File: src/rtl/dq_pkg.sv
`timescale 1ns / 1ps
// Shared constants for the double-ended queue: operation and status codes,
// word width and default capacity. No dependencies.
package dq_pkg;

  localparam int DATA_W       = 32;
  localparam int ACT_W        = 2;
  localparam int ST_W         = 2;
  localparam int DEF_CAPACITY = 8;

  localparam logic [ACT_W-1:0] ACT_PUSH_FRONT = 2'd0;
  localparam logic [ACT_W-1:0] ACT_PUSH_BACK  = 2'd1;
  localparam logic [ACT_W-1:0] ACT_POP_FRONT  = 2'd2;
  localparam logic [ACT_W-1:0] ACT_POP_BACK   = 2'd3;

  localparam logic [ST_W-1:0] ST_OK    = 2'd0;
  localparam logic [ST_W-1:0] ST_FULL  = 2'd1;
  localparam logic [ST_W-1:0] ST_EMPTY = 2'd2;

endpackage

File: src/rtl/dq_ram.sv
`timescale 1ns / 1ps
// Generic simple dual-port RAM: one write port, one read port with registered
// read data that holds while rd_en is low. No dependencies.
module dq_ram #(
  parameter int WIDTH = 32,
  parameter int DEPTH = 8
) (
  input  logic                     clk,
  input  logic                     wr_en,
  input  logic [$clog2(DEPTH)-1:0] wr_addr,
  input  logic [WIDTH-1:0]         wr_data,
  input  logic                     rd_en,
  input  logic [$clog2(DEPTH)-1:0] rd_addr,
  output logic [WIDTH-1:0]         rd_data
);

  logic [WIDTH-1:0] mem_r [DEPTH];

  always_ff @(posedge clk) begin
    if (wr_en) begin
      mem_r[wr_addr] <= wr_data;
    end
    if (rd_en) begin
      rd_data <= mem_r[rd_addr];
    end
  end

endmodule

File: src/rtl/double_ended_queue.sv
`timescale 1ns / 1ps
// Top level of the bounded double-ended queue of signed 32-bit words.
// Depends on dq_pkg and dq_ram.
//
// One operation is taken per clock cycle while the output is not stalled. The
// transfer cycle updates head and count and accesses the RAM; the result and
// the registered RAM read data wait in stage 1, then in an output register
// until taken. Head index and entry count live in flip-flops and are updated
// in the cycle of the transfer; words live in one RAM with one write and one
// read port, so a pop that follows a push to the same slot in the next cycle
// reads the new word. Every operation returns one result; a rejected push or
// pop returns status full or empty, data 0 and leaves the queue unchanged.
module double_ended_queue
  import dq_pkg::*;
#(
  parameter int CAPACITY = DEF_CAPACITY,
  localparam int CW = $clog2(CAPACITY + 1),
  localparam int OUT_W = ((DATA_W + ST_W + CW + 7) / 8) * 8
) (
  input  logic              clk,
  input  logic              rst_n,
  input  logic              in_tvalid,
  output logic              in_tready,
  input  logic [DATA_W-1:0] in_tdata,   // push_value[31:0]
  input  logic [ACT_W-1:0]  in_tuser,   // action[1:0]
  output logic              out_tvalid,
  input  logic              out_tready,
  output logic [OUT_W-1:0]  out_tdata   // pop_value, status, entry_count, zero pad
);

  localparam int PW = $clog2(CAPACITY);
  localparam logic [PW-1:0] LAST_SLOT = PW'(CAPACITY - 1);
  localparam logic [CW-1:0] CAP_CNT   = CW'(CAPACITY);
  localparam logic [CW:0]   CAP_SUM   = (CW + 1)'(CAPACITY);

  logic [PW-1:0] head_r, head_nxt;
  logic [CW-1:0] count_r, count_nxt;

  logic              s1_valid_r, s1_valid_nxt;
  logic              s1_rd_r, s1_rd_nxt;
  logic [ST_W-1:0]   s1_status_r, s1_status_nxt;
  logic [CW-1:0]     s1_count_r, s1_count_nxt;

  logic              out_valid_r;
  logic [DATA_W-1:0] out_value_r;
  logic [ST_W-1:0]   out_status_r;
  logic [CW-1:0]     out_count_r;

  logic              s1_adv, in_fire;
  logic              is_push, q_full, q_empty;
  logic [PW-1:0]     head_dec, head_inc, back_slot, last_slot;
  logic [CW:0]       hc_sum, hc_last;
  logic              wr_en, rd_en;
  logic [PW-1:0]     wr_addr, rd_addr;
  logic [DATA_W-1:0] rd_data;

  assign s1_adv    = !out_valid_r || out_tready;
  assign in_tready = !s1_valid_r || s1_adv;
  assign in_fire   = in_tvalid && in_tready;

  assign is_push = (in_tuser == ACT_PUSH_FRONT) || (in_tuser == ACT_PUSH_BACK);
  assign q_full  = (count_r == CAP_CNT);
  assign q_empty = (count_r == '0);

  assign head_dec  = (head_r == '0) ? LAST_SLOT : head_r - 1'b1;
  assign head_inc  = (head_r == LAST_SLOT) ? '0 : head_r + 1'b1;
  assign hc_sum    = (CW + 1)'(head_r) + (CW + 1)'(count_r);
  assign hc_last   = hc_sum - 1'b1;
  assign back_slot = (hc_sum >= CAP_SUM) ? PW'(hc_sum - CAP_SUM) : PW'(hc_sum);
  assign last_slot = (hc_last >= CAP_SUM) ? PW'(hc_last - CAP_SUM) : PW'(hc_last);

  always_comb begin
    head_nxt      = head_r;
    count_nxt     = count_r;
    wr_en         = 1'b0;
    rd_en         = 1'b0;
    wr_addr       = back_slot;
    rd_addr       = head_r;
    s1_rd_nxt     = 1'b0;
    s1_status_nxt = ST_OK;
    if (in_fire) begin
      if (is_push && q_full) begin
        s1_status_nxt = ST_FULL;
      end else if (!is_push && q_empty) begin
        s1_status_nxt = ST_EMPTY;
      end else begin
        case (in_tuser)
          ACT_PUSH_FRONT: begin
            head_nxt  = head_dec;
            wr_addr   = head_dec;
            wr_en     = 1'b1;
            count_nxt = count_r + 1'b1;
          end
          ACT_PUSH_BACK: begin
            wr_addr   = back_slot;
            wr_en     = 1'b1;
            count_nxt = count_r + 1'b1;
          end
          ACT_POP_FRONT: begin
            rd_addr   = head_r;
            rd_en     = 1'b1;
            s1_rd_nxt = 1'b1;
            head_nxt  = head_inc;
            count_nxt = count_r - 1'b1;
          end
          ACT_POP_BACK: begin
            rd_addr   = last_slot;
            rd_en     = 1'b1;
            s1_rd_nxt = 1'b1;
            count_nxt = count_r - 1'b1;
          end
          default: begin
            count_nxt = count_r;
          end
        endcase
      end
    end
    s1_count_nxt = count_nxt;
    s1_valid_nxt = in_tready ? in_tvalid : s1_valid_r;
  end

  dq_ram #(
    .WIDTH (DATA_W),
    .DEPTH (CAPACITY)
  ) u_store (
    .clk     (clk),
    .wr_en   (wr_en),
    .wr_addr (wr_addr),
    .wr_data (in_tdata),
    .rd_en   (rd_en),
    .rd_addr (rd_addr),
    .rd_data (rd_data)
  );

  always_ff @(posedge clk) begin
    if (!rst_n) begin
      head_r      <= '0;
      count_r     <= '0;
      s1_valid_r  <= 1'b0;
      out_valid_r <= 1'b0;
    end else begin
      head_r     <= head_nxt;
      count_r    <= count_nxt;
      s1_valid_r <= s1_valid_nxt;
      if (s1_adv) begin
        out_valid_r <= s1_valid_r;
      end
    end
  end

  always_ff @(posedge clk) begin
    if (in_fire) begin
      s1_rd_r     <= s1_rd_nxt;
      s1_status_r <= s1_status_nxt;
      s1_count_r  <= s1_count_nxt;
    end
    if (s1_adv && s1_valid_r) begin
      out_value_r  <= s1_rd_r ? rd_data : '0;
      out_status_r <= s1_status_r;
      out_count_r  <= s1_count_r;
    end
  end

  assign out_tvalid = out_valid_r;
  assign out_tdata  = OUT_W'({out_count_r, out_status_r, out_value_r});

  a_count_bound: assert property (@(posedge clk) disable iff (!rst_n)
    count_r <= CAP_CNT)
    else $error("entry count above capacity");

  a_head_bound: assert property (@(posedge clk) disable iff (!rst_n)
    head_r <= LAST_SLOT)
    else $error("head index out of range");

  a_reject_holds: assert property (@(posedge clk) disable iff (!rst_n)
    in_fire && is_push && q_full |=> $stable(count_r) && $stable(head_r))
    else $error("rejected push changed the queue");

  a_stage_stall: assert property (@(posedge clk) disable iff (!rst_n)
    s1_valid_r && !s1_adv |=> s1_valid_r && $stable(s1_count_r) && $stable(rd_data))
    else $error("stalled result lost");

  a_single_access: assert property (@(posedge clk) disable iff (!rst_n)
    !(wr_en && rd_en))
    else $error("write and read issued for one operation");

endmodule

File: config.mk
export PLATFORM = sky130hd
export DESIGN_NAME = double_ended_queue
export DESIGN_NICKNAME = d
export VERILOG_FILES = /design/src/rtl/dq_pkg.sv /design/src/rtl/dq_ram.sv /design/src/rtl/double_ended_queue.sv
export SDC_FILE = /design/constraint.sdc
export NUM_CORES = 1
export LEC_CHECK = 0
export BUFFER_PORTS_ARGS = -buffer_cell sky130_fd_sc_hd__buf_4
export CAP_MARGIN = 25
export CORE_MARGIN = 2
export CORE_UTILIZATION = 67
export CTS_CLUSTER_DIAMETER = 50
export CTS_CLUSTER_SIZE = 20
export DETAILED_ROUTE_END_ITERATION = 16
export PLACE_DENSITY = 0.94
export SYNTH_ARGS = -nofsm -noshare
export SYNTH_HDL_FRONTEND = slang
export SYNTH_SLANG_ARGS = --single-unit
File: constraint.sdc
create_clock -name clk -period 7.5 [get_ports clk]
set_input_delay 1.125 -clock clk [delete_from_list [all_inputs] [get_ports clk]]
set_output_delay 1.125 -clock clk [all_outputs]
set_load 0.02 [all_outputs]
==> results by group <==
Run status
  • Status: completed

GRT
  • Total GRT Usage: 31.0%
  • Largest net degree at the start of global routing: 260
  • First-pass GRT wire length: 69600 um
  • Initial antenna violation count: 1
  • Aggregate global routing overflow: 0
  • Vias in the first global route: 12.9k

Clocking
  • TritonCTS clock tree: done
  • Clock Pin Slew Worst Setup and Hold Paths: 70 ps
  • H-tree depth: 2
  • Clock tree root buffer cell: clkbuf_16
  • CTS Hold Buffers Added: 0
  • CTS sink cnt: 342
  • Setup bufs post-CTS: 0
  • Clk buf depth: 3
  • Clock buffer count from CTS: 34
  • Worst-Skew Late Latency: 530 ps
  • # resized after CTS: 0

Timing
  • Slew Limit Fails: 0
  • RSZ-0062 raised after global routing: no
  • Worst slew pin tran: 1260 ps
  • Slew HR: 16.1%
  • Fmax: 0.225 GHz
  • Worst hold margin: 423 ps
  • Setup-failing EPs final: 0
  • Layout Skew: 14.9 ps
  • Fin crit period: 4430 ps
  • Setup TNS after final layout: 0 ps
  • Setup ws final: 3070 ps
  • Final Hold Fails: 0
  • Final period util: 59.1%

Route
  • Routed length on met3: 4290 um
  • Top Layer Used: met4
  • Via count: 13.2k
  • DR pass1 iterations: 6
  • Antenna Nets Post-Route: 0
  • Met1 WL: 16400 um
  • Drt drc: 0
  • Final WL: 44100 um
  • Met2 WL: 21700 um
  • Wire per inst: 25.7 um
  • DR iter-0 viols: 2149
  • Vias per cell: 7.67

Die
  • Initial Utilization: 68.0%
  • Core ar.: 0.0261 mm^2
  • Die extent in x: 167 um
  • Die H: 167 um
  • Die ar.: 0.0278 mm^2
  • I/O pin total: 80
  • Row count: 59

Place
  • DP Wirelength: 22000 um
  • Final GP Congestion: 0.777
  • PortBufs: 77
  • Place WS: 2520 ps
  • Placed Area: 0.0183 mm^2

Synth
  • Post-synth EDFFs: 333
  • Synth Register Bits: 342
  • Register area share after synthesis: 57.4%
  • Warnings from Yosys: 0
  • Main synth FF type: edfxtp_1
  • Mapped cell area: 0.0177 mm^2
  • Average cell area after synthesis: 12.8 um^2
  • Cell count after synthesis: 1390
  • Yosys cell types: 46
  • Post-synth ARST share: 0%

Setup path
  • Crit path kind: reg2reg
  • Critical path launch point type: register
  • Max FO, Critical Path: 96
  • CP endpoint kind: register
  • Worst EP required: 7900 ps
  • CP arrival: 4830 ps

Pwr
  • PwrDens: 250 mW/mm^2
  • Leak: 0.00602 uW
  • Max IR drop VDD: 0.000227 V

Cells and area
  • Util after Layout: 74.7%
  • Share of post-route cells with drive strength above 1: 15.8%
  • Layout area overhead: 9.76%
  • Post-route cell area: 0.0195 mm^2
  • Nets: 1404

Worst hold path
  • Worst min path class: reg2reg

Flow run
  • # Max-Cap Violations: 0
cell families after synthesis:
family	count (synthesis)	synth area share, %
buf+inv	186	4.83
flops	342	57.4
xor+xnor	6	0.339
mux	99	5.82
simple gates	335	9.86
other cells	1	0.0211
compound gates	411	20.9
fa+ha+maj	10	0.790
power by group:
part | switching (uW) | internal, uW
sequential | 53.3 | 2200
clock | 758 | 963
combinational | 547 | 337
Yosys cell counts, types with 2 or more instances:
| master | number | area share (%) |
|---|---|---|
| a2111oi_0 | 129 | 6.4 |
| a21o_1 | 2 | 0.085 |
| a21oi_1 | 10 | 0.28 |
| a311oi_1 | 128 | 6.3 |
| and2_1 | 35 | 1.2 |
| buf_1 | 3 | 0.064 |
| buf_12 | 6 | 0.68 |
| buf_2 | 24 | 0.68 |
| buf_4 | 4 | 0.17 |
| buf_6 | 2 | 0.13 |
| clkbuf_1 | 138 | 2.9 |
| dfxtp_1 | 9 | 1.0 |
| edfxtp_1 | 333 | 56 |
| fa_1 | 2 | 0.23 |
| ha_1 | 8 | 0.56 |
| inv_1 | 9 | 0.19 |
| mux2_2 | 33 | 2.1 |
| mux2i_1 | 66 | 3.7 |
| nand2_1 | 140 | 3.0 |
| nand2b_1 | 130 | 4.6 |
| nor2_1 | 3 | 0.064 |
| nor2b_1 | 5 | 0.18 |
| nor3_1 | 7 | 0.20 |
| nor3b_1 | 3 | 0.13 |
| o21a_1 | 3 | 0.13 |
| o21ai_0 | 6 | 0.17 |
| o311a_1 | 128 | 7.2 |
| or3_1 | 3 | 0.11 |
| xnor2_1 | 3 | 0.15 |
| xor2_1 | 2 | 0.099 |
placed cells by master, fill, tap and decap left out, drive strengths merged, types with 4 or more instances in the layout:
cell type  synthesis  layout
edfxtp           333     333
clkbuf           138      42
nor2               4       4
nor3               7       7
o311a            128     128
nand2b           130     130
clkinv             0      11
inv                9      14
dfxtp              9       9
a2111oi          129     129
o21ai              6       6
nand2            140     140
ha                 8       8
buf               39     106
nor2b              5       5
and2              35      35
mux2i             66      66
mux2              33      33
a21oi             10      10
a311oi           128     128
worst paths after layout:
| path | startpoint | to | slack [ps] | cells past startpoint |
|---|---|---|---|---|
| worst max-delay path | head_r[0]$_SDFFE_PN0P_ | u_store.rd_data[14]$_DFFE_PP_ | 3070 | 8 |
| worst min-delay path | s1_count_r[3]$_DFFE_PN_ | out_count_r[3]$_DFFE_PP_ | 420 | 0 |
| worst max register to register | head_r[0]$_SDFFE_PN0P_ | u_store.rd_data[14]$_DFFE_PP_ | 3070 | 8 |
| worst min register to register | s1_count_r[3]$_DFFE_PN_ | out_count_r[3]$_DFFE_PP_ | 420 | 0 |
final cells by class:
| class | instances | area [um^2] |
|---|---|---|
| timing repair buffer | 106 | 858 |
| clock inverter | 20 | 176 |
| multi-input combinational | 863 | 6830 |
| sequential | 342 | 10200 |
| tap | 335 | 419 |
| fill | 1526 | 6600 |
| inverter | 9 | 35.0 |
| antenna | 1 | 2.50 |
| clock buffer | 42 | 955 |
per-layer routing:
layer / vias to the layer above / track usage, %
met2: 912 / 50.1
met3: 170 / 5.54
li1: 5653 / -
met5: - / 0
met1: 6438 / 41.0
met4: 0 / 15.0
registers in the layout, indices dropped and copies added, names as in the netlist, 2 cells and up:
name             cells
u_store.mem_r      256
out_value_r         32
u_store.rd_data     32
count_r              4
out_count_r          4
s1_count_r           4
head_r               3
out_status_r         2
s1_status_r          2
critical path, cell delays in order (launching register included):
cell and delay, ps:
dfxtp_4 740, ha_4 620, buf_4 800, buf_4 790, nand2_1 130, a2111oi_0 620
a311oi_1 100, mux2i_1 250, mux2_2 180
per-stage QoR:
step	instances	total power, uW
after floorplan	1391	2920
after global placement	1652	3090
after detailed placement	1654	3140
after CTS	1716	4840
after global routing	1718	5000
final	1718	4860
No activity file was read; power rests on OpenSTA's default activity.
